===== src/pfe_pkg.sv =====
// Package for the postfix expression evaluator: payload structs, token and
// status codes, operator characters, the arithmetic request type and FSM states.
// No dependencies.
package pfe_pkg;

	typedef enum logic [1:0] {
		ACT_PUSH  = 2'd0,
		ACT_APPLY = 2'd1,
		ACT_END   = 2'd2,
		ACT_NONE  = 2'd3
	} action_t;

	typedef enum logic [2:0] {
		STAT_OK       = 3'd0,
		STAT_FEW      = 3'd1,
		STAT_DIVZERO  = 3'd2,
		STAT_ILLEGAL  = 3'd3,
		STAT_MANY     = 3'd4,
		STAT_EMPTY    = 3'd5,
		STAT_OVERFLOW = 3'd6
	} status_t;

	typedef enum logic [1:0] {
		AOP_ADD = 2'd0,
		AOP_SUB = 2'd1,
		AOP_MUL = 2'd2,
		AOP_DIV = 2'd3
	} arith_op_t;

	typedef enum logic [1:0] {
		S_IDLE = 2'd0,
		S_EXEC = 2'd1,
		S_WAIT = 2'd2
	} state_t;

	localparam logic [7:0] CHAR_ADD = 8'h2B;
	localparam logic [7:0] CHAR_SUB = 8'h2D;
	localparam logic [7:0] CHAR_MUL = 8'h2A;
	localparam logic [7:0] CHAR_DIV = 8'h2F;

	typedef struct packed {
		action_t            action;
		logic signed [31:0] number;
		logic [7:0]         operator_char;
	} token_t;

	typedef struct packed {
		logic signed [31:0] value;
		status_t            status;
	} result_t;

	typedef struct packed {
		logic start;
		logic is_div;
	} arith_req_t;

endpackage


===== src/postfix_expression_evaluator.sv =====
// Top level of the postfix expression evaluator: token FSM, stack pointer,
// error latch and result register. Depends on pfe_pkg, pfe_stack_ram, pfe_arith.
//
// Usage:
// Tokens arrive on the token channel (token_valid/token_ready, payload token)
// and one result item leaves on the result channel (result_valid/result_ready,
// payload result) for every end token. Push and ignored tokens finish in the
// cycle they are accepted, so one can be taken every cycle while no operator
// is in progress. An operator reads the first operand from the stack memory
// (a registered read) while the top of the stack is held in a register; add
// and subtract then finish in the execute state, multiply waits for the
// registered product, and divide for the restoring divider that retires one
// quotient bit per cycle. An end token is done in the cycle it is accepted
// and its result is shown from the next cycle. The result sits in an output
// register, so later tokens keep flowing while the receiver stalls; only a
// further end token waits until the pending result is taken. Reset clears the
// stack count, the latched error and the result valid flag; the stack memory
// itself is not cleared, since only entries below the count are ever read.
module postfix_expression_evaluator #(
	parameter int STACK_DEPTH = 16,
	parameter int FRAC_BITS   = 16
) (
	input  logic             clk,
	input  logic             arst_n,
	input  logic             token_valid,
	output logic             token_ready,
	input  pfe_pkg::token_t  token,
	output logic             result_valid,
	input  logic             result_ready,
	output pfe_pkg::result_t result
);
	import pfe_pkg::*;

	localparam int AW = (STACK_DEPTH > 1) ? $clog2(STACK_DEPTH) : 1;
	localparam int CW = $clog2(STACK_DEPTH + 1);

	state_t             state_q, state_d;
	logic [CW-1:0]      cnt_q, cnt_d;
	status_t            err_q, err_d;
	logic signed [31:0] top_q, top_d;
	arith_op_t          op_q, op_d;
	result_t            result_q;
	logic               result_valid_q;

	logic               out_free;
	logic               accept;
	logic               out_load;
	result_t            out_d;
	logic [CW-1:0]      below_cnt;
	logic [AW-1:0]      below_idx;

	logic               we;
	logic [AW-1:0]      waddr;
	logic signed [31:0] wdata;
	logic               re;
	logic signed [31:0] rdata_q;

	arith_req_t         req;
	logic               arith_done;
	logic signed [31:0] arith_res;
	logic signed [32:0] sum;
	logic signed [31:0] addsub_res;

	// Entry just below the top of the stack: the first operand of an operator
	// and the slot that receives its result.
	assign below_cnt = cnt_q - CW'(2);
	assign below_idx = below_cnt[AW-1:0];
	assign out_free  = !result_valid_q || result_ready;
	assign accept    = token_valid && token_ready;

	pfe_stack_ram #(
		.DEPTH (STACK_DEPTH),
		.AW    (AW)
	) u_ram (
		.clk     (clk),
		.we      (we),
		.waddr   (waddr),
		.wdata   (wdata),
		.re      (re),
		.raddr   (below_idx),
		.rdata_q (rdata_q)
	);

	pfe_arith #(
		.FRAC_BITS (FRAC_BITS)
	) u_arith (
		.clk    (clk),
		.arst_n (arst_n),
		.req    (req),
		.a      (rdata_q),
		.b      (top_q),
		.done   (arith_done),
		.result (arith_res)
	);

	// Saturating add and subtract on a 33-bit sum.
	always_comb begin
		if (op_q == AOP_SUB) begin
			sum = {rdata_q[31], rdata_q} - {top_q[31], top_q};
		end else begin
			sum = {rdata_q[31], rdata_q} + {top_q[31], top_q};
		end
		if (sum[32] != sum[31]) begin
			addsub_res = sum[32] ? 32'sh8000_0000 : 32'sh7FFF_FFFF;
		end else begin
			addsub_res = sum[31:0];
		end
	end

	// The FSM handles one operator at a time, so a read of the stack memory
	// never overlaps a write to the same entry and no forwarding is needed.
	always_comb begin
		state_d     = state_q;
		cnt_d       = cnt_q;
		err_d       = err_q;
		top_d       = top_q;
		op_d        = op_q;
		we          = 1'b0;
		waddr       = below_idx;
		wdata       = token.number;
		re          = 1'b0;
		req         = '0;
		out_load    = 1'b0;
		out_d       = '{value: 32'sd0, status: STAT_OK};
		token_ready = 1'b0;
		unique case (state_q)
			S_IDLE: begin
				token_ready = (token.action != ACT_END) || out_free;
				if (accept) begin
					unique case (token.action)
						ACT_PUSH: begin
							if (err_q == STAT_OK) begin
								if (cnt_q == CW'(STACK_DEPTH)) begin
									err_d = STAT_OVERFLOW;
								end else begin
									we    = 1'b1;
									waddr = cnt_q[AW-1:0];
									top_d = token.number;
									cnt_d = cnt_q + CW'(1);
								end
							end
						end
						ACT_APPLY: begin
							if (err_q == STAT_OK) begin
								if (cnt_q < CW'(2)) begin
									err_d = STAT_FEW;
								end else begin
									unique case (token.operator_char)
										CHAR_ADD: begin
											re      = 1'b1;
											op_d    = AOP_ADD;
											state_d = S_EXEC;
										end
										CHAR_SUB: begin
											re      = 1'b1;
											op_d    = AOP_SUB;
											state_d = S_EXEC;
										end
										CHAR_MUL: begin
											re      = 1'b1;
											op_d    = AOP_MUL;
											state_d = S_EXEC;
										end
										CHAR_DIV: begin
											if (top_q == 32'sd0) begin
												err_d = STAT_DIVZERO;
											end else begin
												re      = 1'b1;
												op_d    = AOP_DIV;
												state_d = S_EXEC;
											end
										end
										default: begin
											err_d = STAT_ILLEGAL;
										end
									endcase
								end
							end
						end
						ACT_END: begin
							out_load = 1'b1;
							if (err_q != STAT_OK) begin
								out_d.status = err_q;
							end else if (cnt_q == CW'(0)) begin
								out_d.status = STAT_EMPTY;
							end else if (cnt_q == CW'(1)) begin
								out_d.value = top_q;
							end else begin
								out_d.status = STAT_MANY;
							end
							cnt_d = '0;
							err_d = STAT_OK;
						end
						ACT_NONE: begin
						end
					endcase
				end
			end
			S_EXEC: begin
				// The first operand is now out of the memory.
				unique case (op_q)
					AOP_ADD, AOP_SUB: begin
						we      = 1'b1;
						wdata   = addsub_res;
						top_d   = addsub_res;
						cnt_d   = cnt_q - CW'(1);
						state_d = S_IDLE;
					end
					AOP_MUL: begin
						req.start = 1'b1;
						state_d   = S_WAIT;
					end
					AOP_DIV: begin
						req.start  = 1'b1;
						req.is_div = 1'b1;
						state_d    = S_WAIT;
					end
				endcase
			end
			S_WAIT: begin
				if (arith_done) begin
					we      = 1'b1;
					wdata   = arith_res;
					top_d   = arith_res;
					cnt_d   = cnt_q - CW'(1);
					state_d = S_IDLE;
				end
			end
			default: begin
				state_d = S_IDLE;
			end
		endcase
	end

	always_ff @(posedge clk or negedge arst_n) begin
		if (!arst_n) begin
			state_q        <= S_IDLE;
			cnt_q          <= '0;
			err_q          <= STAT_OK;
			result_valid_q <= 1'b0;
		end else begin
			state_q <= state_d;
			cnt_q   <= cnt_d;
			err_q   <= err_d;
			if (out_load) begin
				result_valid_q <= 1'b1;
			end else if (result_ready) begin
				result_valid_q <= 1'b0;
			end
		end
	end

	always_ff @(posedge clk) begin
		top_q <= top_d;
		op_q  <= op_d;
		if (out_load) begin
			result_q <= out_d;
		end
	end

	assign result_valid = result_valid_q;
	assign result       = result_q;

endmodule


===== src/pfe_stack_ram.sv =====
// Operand stack storage: one write port and one read port, read data
// registered in the cycle after the read is issued. Depends on nothing.
module pfe_stack_ram #(
	parameter int DEPTH = 16,
	parameter int AW    = 4
) (
	input  logic                clk,
	input  logic                we,
	input  logic [AW-1:0]       waddr,
	input  logic signed [31:0]  wdata,
	input  logic                re,
	input  logic [AW-1:0]       raddr,
	output logic signed [31:0]  rdata_q
);

	logic signed [31:0] mem [DEPTH];

	always_ff @(posedge clk) begin
		if (we) begin
			mem[waddr] <= wdata;
		end
	end

	always_ff @(posedge clk) begin
		if (re) begin
			rdata_q <= mem[raddr];
		end
	end

endmodule


===== src/pfe_arith.sv =====
// Multiply and divide unit for signed fixed-point operands with saturation.
// Multiply takes one registered product; divide is restoring, one bit a cycle.
// Depends on pfe_pkg.
module pfe_arith #(
	parameter int FRAC_BITS = 16
) (
	input  logic                clk,
	input  logic                arst_n,
	input  pfe_pkg::arith_req_t req,
	input  logic signed [31:0]  a,
	input  logic signed [31:0]  b,
	output logic                done,
	output logic signed [31:0]  result
);
	import pfe_pkg::*;

	localparam int QW = 32 + FRAC_BITS;
	localparam int NW = $clog2(QW);

	logic [63:0]    prod_q;
	logic           mul_done_q;
	logic           div_busy_q;
	logic           div_done_q;
	logic [NW-1:0]  iter_q;
	logic [QW-1:0]  quo_q;
	logic [32:0]    rem_q;
	logic [31:0]    dvsr_q;
	logic           neg_q;
	logic [31:0]    mag_a;
	logic [31:0]    mag_b;
	logic [32:0]    rem_shift;
	logic [32:0]    rem_diff;
	logic           fits;
	logic           last_iter;

	function automatic logic [31:0] mag32(input logic signed [31:0] x);
		return x[31] ? (32'd0 - x) : x;
	endfunction

	// Apply the sign to a magnitude and clamp to the 32-bit signed range.
	function automatic logic signed [31:0] sat_mag(input logic [63:0] m, input logic neg);
		logic signed [31:0] r;
		if (neg) begin
			r = (m > 64'h0000_0000_8000_0000) ? 32'sh8000_0000 : (32'd0 - m[31:0]);
		end else begin
			r = (m > 64'h0000_0000_7FFF_FFFF) ? 32'sh7FFF_FFFF : m[31:0];
		end
		return r;
	endfunction

	assign mag_a     = mag32(a);
	assign mag_b     = mag32(b);
	assign rem_shift = {rem_q[31:0], quo_q[QW-1]};
	assign rem_diff  = rem_shift - {1'b0, dvsr_q};
	assign fits      = rem_shift >= {1'b0, dvsr_q};
	assign last_iter = iter_q == NW'(QW - 1);

	always_ff @(posedge clk or negedge arst_n) begin
		if (!arst_n) begin
			mul_done_q <= 1'b0;
			div_busy_q <= 1'b0;
			div_done_q <= 1'b0;
			iter_q     <= '0;
		end else begin
			mul_done_q <= req.start && !req.is_div;
			div_done_q <= div_busy_q && last_iter;
			if (req.start && req.is_div) begin
				div_busy_q <= 1'b1;
				iter_q     <= '0;
			end else if (div_busy_q) begin
				iter_q <= iter_q + NW'(1);
				if (last_iter) begin
					div_busy_q <= 1'b0;
				end
			end
		end
	end

	always_ff @(posedge clk) begin
		if (req.start) begin
			neg_q <= a[31] ^ b[31];
			if (req.is_div) begin
				quo_q  <= QW'(mag_a) << FRAC_BITS;
				rem_q  <= '0;
				dvsr_q <= mag_b;
			end else begin
				prod_q <= {32'd0, mag_a} * {32'd0, mag_b};
			end
		end else if (div_busy_q) begin
			quo_q <= {quo_q[QW-2:0], fits};
			rem_q <= fits ? rem_diff : rem_shift;
		end
	end

	assign done   = mul_done_q || div_done_q;
	assign result = mul_done_q ? sat_mag(prod_q >> FRAC_BITS, neg_q)
	                           : sat_mag(64'(quo_q), neg_q);

endmodule


===== config.mk =====
export PLATFORM = sky130hd
export DESIGN_NAME = postfix_expression_evaluator
export DESIGN_NICKNAME = d
export VERILOG_FILES = /design/src/pfe_pkg.sv /design/src/postfix_expression_evaluator.sv /design/src/pfe_stack_ram.sv /design/src/pfe_arith.sv
export SDC_FILE = /design/constraint.sdc
export NUM_CORES = 2
export LEC_CHECK = 0
export BUFFER_PORTS_ARGS = -buffer_cell sky130_fd_sc_hd__buf_2
export CORE_MARGIN = 3
export CORE_UTILIZATION = 25
export DETAILED_ROUTE_END_ITERATION = 6
export PLACE_DENSITY_LB_ADDON = 0.05
export SYNTH_ARGS = -nofsm -noshare
export SYNTH_HDL_FRONTEND = slang
export SYNTH_HIERARCHICAL = 1
export SYNTH_SLANG_ARGS = --single-unit

===== constraint.sdc =====
create_clock -name clk -period 10.52 [get_ports clk]
set_clock_uncertainty 0.1 [all_clocks]
set_input_delay 2.104 -clock clk [delete_from_list [all_inputs] [get_ports clk]]
set_output_delay 2.104 -clock clk [all_outputs]
set_load 0.05 [all_outputs]

Word-level counts from Yosys, hierarchy flattened

Memories as Yosys holds them, arrays and structs flattened. A register that Yosys moved wholly into a read port is not among the register bits.
Cells that the tools add are included.
W data, S select, Z words.

$lt $le $gt $ge: 6
Bitwise gates (word level): 7
Add/sub/neg operators: 11
Equal/unequal tests: 36
Multiply operators: 1
Reduce and logical (&&, ||, !) cells: 35
Mux-type cells: 92

Operators with widths:

| operator                | count |
|---|---|
| $mux W32                | 23 |
| $mux W48                | 3 |
| $sub A1 B32 Y32 const A | 4 |
| $gt A48 B31 Y1 const B  | 2 |
| $gt A48 B32 Y1 const B  | 2 |
| $pmux W32 S3            | 1 |
| $mul A32 B32 Y64        | 1 |
| $pmux W32 S2            | 1 |
| $add A32 B32 Y33        | 1 |
| $ge A33 B32 Y1          | 1 |
| $mux W33                | 1 |
| $sub A32 B32 Y33        | 1 |
| $eq A8 B6 Y1 const B    | 4 |
| $logic_not A32 Y1       | 1 |
| $sub A32 B32 Y32        | 1 |
| $reduce_and A7 Y1       | 4 |
| $mux W1                 | 25 |
| $mux W5                 | 5 |
| $mux W3                 | 8 |
| $ne A2 B2 Y1 const B    | 11 |
| $mux W4                 | 5 |
| $mux W2                 | 8 |
| $pmux W5 S3             | 1 |
| $mux W6                 | 2 |
| 41 further kinds        | 72 |

Bits in writable memories: 512
Memories kept: 1
Word-level logic and storage cells: 206
Register bits: 266

Memory list:

| name      | words | bits a word | read ports | clocked after memory_dff | write ports | line                | source |
|---|---|---|---|---|---|---|---|
| u_ram.mem | 16    | 32          | 1          | 1                        | 1           | pfe_stack_ram.sv:16 | `logic signed [31:0] mem [DEPTH];` |

Depth between registers and ports, before layout

Word-level depth: 9
Gate-level depth with buffers: 36
Mapped depth without buffers: 33

Hierarchy

The synthesis kept the hierarchy.

Modules (own cells, without submodules):

| module                       | instances | cells an instance | area an instance (um^2) | seq. area each (um^2) |
|---|---|---|---|---|
| pfe_arith                    | 1         | 4928              | 43531.8                 | 5059.9 |
| pfe_stack_ram                | 1         | 838               | 20174.3                 | 16335.7 |
| postfix_expression_evaluator | 1         | 903               | 7399.6                  | 2347.3 |

Worst setup path after synthesis

Ideal clock, no wire load.

Path kind: reg2reg
Start: register u_ram.rdata_q[0] (read register of u_ram.mem)
End: register u_arith.prod_q[62] (data pin)
Period minus slack after synthesis: 9.922 ns
Cell stages (with the launch flop): 34
Arrival time: 9.542 ns
Buffers on the path: 3
Library setup time: 0.280 ns
Path slack: 0.598 ns
Cell sequence: edfxtp_1 inv_1 clkbuf_1 ha_1 nand2_1 or4_4 nand2b_4 or4_4 o21a_1 xor2_1 clkbuf_1 nand2_1 fa_1 fa_1 fa_1 fa_1 inv_1 fa_1 fa_1 fa_1 inv_1 fa_1 inv_1 ha_1 clkbuf_1 a21o_1 a21o_1 a21oi_1 o221ai_1 a311oi_1 o31ai_1 a21oi_1 o21a_1 o211ai_1

Word-level cells in the longest chain between the ends: 3

RTL lines:

| what                 | line                | source |
|---|---|---|
| from (decl)          | pfe_stack_ram.sv:13 | `output logic signed [31:0] rdata_q` |
| $sub A1 B32 Y32      | pfe_arith.sv:37     | `return x[31] ? (32'd0 - x) : x;` |
| $mux W32 *           | pfe_arith.sv:37     |  |
| $mul A32 B32 Y64 *   | pfe_arith.sv:87     | `prod_q <= {32'd0, mag_a} * {32'd0, mag_b};` |
| to (signal assigned) | pfe_arith.sv:87     |  |
| to (decl)            | pfe_arith.sv:20     | `logic [63:0] prod_q;` |

Mark *: on every way between the ends. The rest lies on a longest branch, timed or not.
A chain may end at the register's enable or synchronous reset.

Worst setup path after layout

Start: register u_ram.rdata_q[7] (read register of u_ram.mem)
End: register u_arith.prod_q[62] (data pin)

Same word-level chain as after synthesis.

==> flow_summary.rst <==
.. list-table::
   :header-rows: 1

   * - Metric
     - Value
   * - Result of the run
     - completed
   * - Critical path buffers and inverters
     - 8
   * - Main combinational cell family by area after synthesis
     - adder cells
   * - Worst setup slack after layout
     - ~0.34 ns
   * - Die Footprint
     - about 0.29 mm^2
   * - Setup-failing EPs final
     - 0
   * - Post-synthesis cell type count
     - between 100 and 150
   * - Layout cells sized above 1
     - 0.134
   * - Share of synthesized cell area in full adder, half adder and majority cells
     - 0.314
   * - Routed wire length
     - 296000 um
   * - Mux cell area share after synthesis
     - 0.0454
   * - Area of the mapped netlist
     - 0.0711 mm^2
   * - Path category of the worst min-delay check
     - reg2reg
   * - Total of hold buffers inserted after clock tree synthesis
     - 0
   * - Required time of the critical path
     - approximately 11 ns
   * - Final global-route overflow total
     - 0
   * - RePlAce Congestion
     - between 0.8 and 0.9
   * - Critical Path Max Stage Delay
     - just over 0.6 ns
   * - GRT met3 Usage
     - 0.0183
   * - DRC violations left
     - 0
   * - Global-route wire length before repair
     - 426000 um
   * - Global Route Usage Sum
     - 0.204
   * - Post-synthesis cell count
     - 6669
   * - Mapped Avg Cell Area
     - about 11 um^2
   * - Util after Layout
     - 0.292
   * - Total via count after detailed routing
     - 50600
   * - Placeable core region
     - 0.283 mm^2
   * - Worst setup path startpoint
     - u_ram/rdata_q[7]$_DFFE_PP_
   * - Setup_tns
     - 0 ns
   * - Setup CP Type
     - reg2reg
   * - Count of buffers inserted at the top-level ports
     - slightly above 80
   * - Antenna violations before repair
     - 11
   * - Drt pass-1 iters
     - 6
   * - Main synth FF type
     - edfxtp_1
   * - Standard cell with the maximum stage delay on the critical path
     - fa_1
   * - Final count of pins violating max slew
     - 0
   * - Share of flip-flops with an asynchronous set or reset
     - 0.0252
   * - Period minus WS final
     - between 10 and 15 ns
   * - Reg-to-Reg End
     - u_arith/prod_q[62]$_DFFE_PP_
   * - Signal arrival time at the worst endpoint
     - 10.56 ns
   * - Maximum count of clock buffers along a single path
     - 4
   * - Final Hold Violating Endpoints
     - 0
   * - Maximum number of pins on one net before global-route repair
     - 86
   * - Worst hold slack
     - 0.416 ns
   * - Top Ports
     - 83
   * - Synthesis-to-finish area growth
     - 16.1%
   * - Net Count, Synth
     - around 8000
   * - Areal power density over the cells
     - ~370 mW/mm^2
   * - Clock sink total
     - approximately 790
   * - Clock root cell
     - clkbuf_16
   * - WL per Instance
     - between 20 and 30 um
   * - Final antenna-violating net count
     - 0
   * - Fraction of the mapped netlist area in compound gates
     - 0.0830
   * - Max-cap viol count
     - 0
   * - Number of synthesized flops with an enable pin
     - 774
   * - Cell count of the worst reg-to-reg path
     - 33
   * - X dimension of the die
     - about 540 um
   * - Register-to-Register Setup Slack
     - ~0.34 ns
   * - Clock insertion delay at the later pin of the skew report
     - approximately 0.82 ns
   * - Sequential cell area fraction in the yosys report
     - 0.334
   * - Via count of the first global-routing pass
     - roughly 54000
   * - Critical Path Sink Type
     - flop
   * - Crit path max-delay family
     - adder cells
   * - RSZ-0062 raised after global routing
     - false
   * - GR met2 Demand/Resource
     - 0.343
   * - Relative slew margins
     - 0.0811
   * - Setup crit start kind
     - flop
   * - Dpl hpwl
     - approximately 230000 um
   * - Synth Warn #
     - 6
   * - Starting Density
     - 0.252
   * - Count of nets after finishing
     - between 8000 and 9000
   * - Routing layer with the top usage in global route
     - met2
   * - GR met1 Demand/Resource
     - 0.285
   * - Ratio of routed vias to standard cells
     - ~4.7
   * - Clock tree from TritonCTS
     - yes
   * - DP Cell Count
     - 10500
   * - Number of violations reported at the end of detailed-routing iteration 0
     - a little over 3000
   * - Pre-CTS setup slack
     - roughly 0.17 ns
   * - Number of gates on the worst path with buffers counted
     - 33
   * - Y dimension of the die
     - 539 um
   * - Count of state elements after synthesis
     - between 700 and 800
   * - CP endpoint
     - u_arith/prod_q[62]$_DFFE_PP_
   * - Critical-path maximum fanout
     - 5
   * - Non-filler instance count after layout
     - 10800
   * - Worst IR drop on VDD
     - roughly 660 uV
   * - FF-to-FF Start
     - u_ram/rdata_q[7]$_DFFE_PP_
   * - F_max
     - approximately 100 MHz
   * - Clock H-tree levels
     - 3
   * - Most numerous cell on the critical path
     - fa_1
   * - Leakage
     - 0.0343 uW
   * - Simple-gate area share of the yosys netlist
     - 0.120
   * - Clock slew seen by the registers of the worst setup and hold paths
     - roughly 0.06 ns
   * - Final worst-path cycle share
     - 0.967
   * - Actual transition at the worst max-transition pin
     - around 1.4 ns
   * - Core Rows
     - between 150 and 200
   * - Synthesized-area fraction occupied by xor and xnor cells
     - 0.0291
   * - Number of buffers created by CTS
     - about 110
==> tightest hold or removal path, cell delays in order, from the launching register on <==
cell     delay, ns
dfrtp_1       0.36
nand2_1       0.05
o21ai_0       0.06
==> metrics by stage <==
| step | power (uW) | instance area (um^2) |
|---|---|---|
| after floorplan | 17000 | 71100 |
| after global placement | 26600 | 78600 |
| after detailed placement | 26100 | 78600 |
| after CTS | 30400 | 82100 |
| after global routing | 32700 | 82500 |
| final | 30200 | 82600 |
==> routing by layer <==
| metal | share of wire | wire length, um |
|---|---|---|
| met1 | 0.47 | 138000 |
| met2 | 0.48 | 143000 |
| met3 | 0.031 | 9100 |
| met4 | 0.022 | 6600 |
| met5 | 0.000044 | 13 |
==> worst min-delay path by stage <==
stage                                   from                            end  slack (ns)  cells after the start
2_1_floorplan           err_q[0]$_DFFE_PN0P_           err_q[0]$_DFFE_PN0P_        0.37                      2
3_3_place_gp            err_q[0]$_DFFE_PN0P_           err_q[0]$_DFFE_PN0P_        0.42                      2
3_5_place_dp            err_q[0]$_DFFE_PN0P_           err_q[0]$_DFFE_PN0P_        0.41                      2
4_1_cts                 err_q[0]$_DFFE_PN0P_           err_q[0]$_DFFE_PN0P_        0.42                      2
5_1_grt        u_arith/iter_q[1]$_DFFE_PN0P_  u_arith/iter_q[1]$_DFFE_PN0P_        0.49                      2
6_report                err_q[0]$_DFFE_PN0P_           err_q[0]$_DFFE_PN0P_        0.42                      2
==> Yosys cell counts (all sizes together), types with 113 or more instances <==
master	n	area share
xnor2	115	0.015
edfxtp	774	0.33
mux4	128	0.041
ha	344	0.061
fa	897	0.25
xor2	113	0.014
inv	1036	0.055
a21oi	271	0.019
clkbuf	258	0.014
nand2	695	0.037
o21ai	196	0.014
nor2	787	0.042
==> area by class of cell <==
cell class / instances / area (um^2)
clock inverter: 58 / 649
fill: 29500 / 200000
timing repair buffer: 460 / 3630
inverter: 1049 / 3960
clock buffer: 133 / 2850
tap: 3743 / 4680
antenna: 12 / 30.0
multi-input combinational: 4506 / 43000
sequential: 794 / 23700
==> state kept, by name, summed over array words and instances (netlist names), 2 cells and up <==
register / count
u_ram/mem: 512
u_arith/prod_q: 48
u_arith/quo_q: 48
result: 35
top_q: 32
u_arith/dvsr_q: 32
u_arith/rem_q: 32
u_ram/rdata_q: 32
u_arith/iter_q: 6
cnt_q: 5
err_q: 3
op_q: 2
state_q: 2
==> cells in the final DEF (no fill, tap or decap), drive strengths merged, types with 36 or more instances in the layout <==
| cell | count |
|---|---|
| fa | 897 |
| a22oi | 98 |
| o21ai | 196 |
| and2 | 52 |
| nor2b | 63 |
| xnor2 | 115 |
| a21o | 83 |
| nor2 | 787 |
| nand3 | 57 |
| nor3 | 64 |
| mux4 | 128 |
| xor2 | 113 |
| nand4 | 36 |
| clkbuf | 133 |
| edfxtp | 774 |
| nand2 | 695 |
| ha | 344 |
| inv | 1039 |
| o31ai | 53 |
| clkinv | 48 |
| a21oi | 271 |
| buf | 460 |
==> power breakdown <==
part           total, uW  internal [uW]  switching, uW
combinational      22100           8550          13600
sequential          4320           4270           54.6
clock               3710           2230           1490
==> cell families (layout without fill, tap and decap cells) <==
group                      count (synthesis)  after routing
buffers and inverters                   1369           1700
adders and majority gates               1245           1245
xor gates and xnor gates                 228            228
AOI/OAI and AO/OA                        923            923
other                                      0             12
muxes                                    162            162
and+or+nand+nor                         1948           1948
DFF                                      794            794
==> what timing repair did <==
item | in CTS | in global routing
setup buffers | 0 | 22
endpoints found under the setup margin | 0 | 24
resized for setup | 0 | 29
Power figures use the tool's default switching activity.
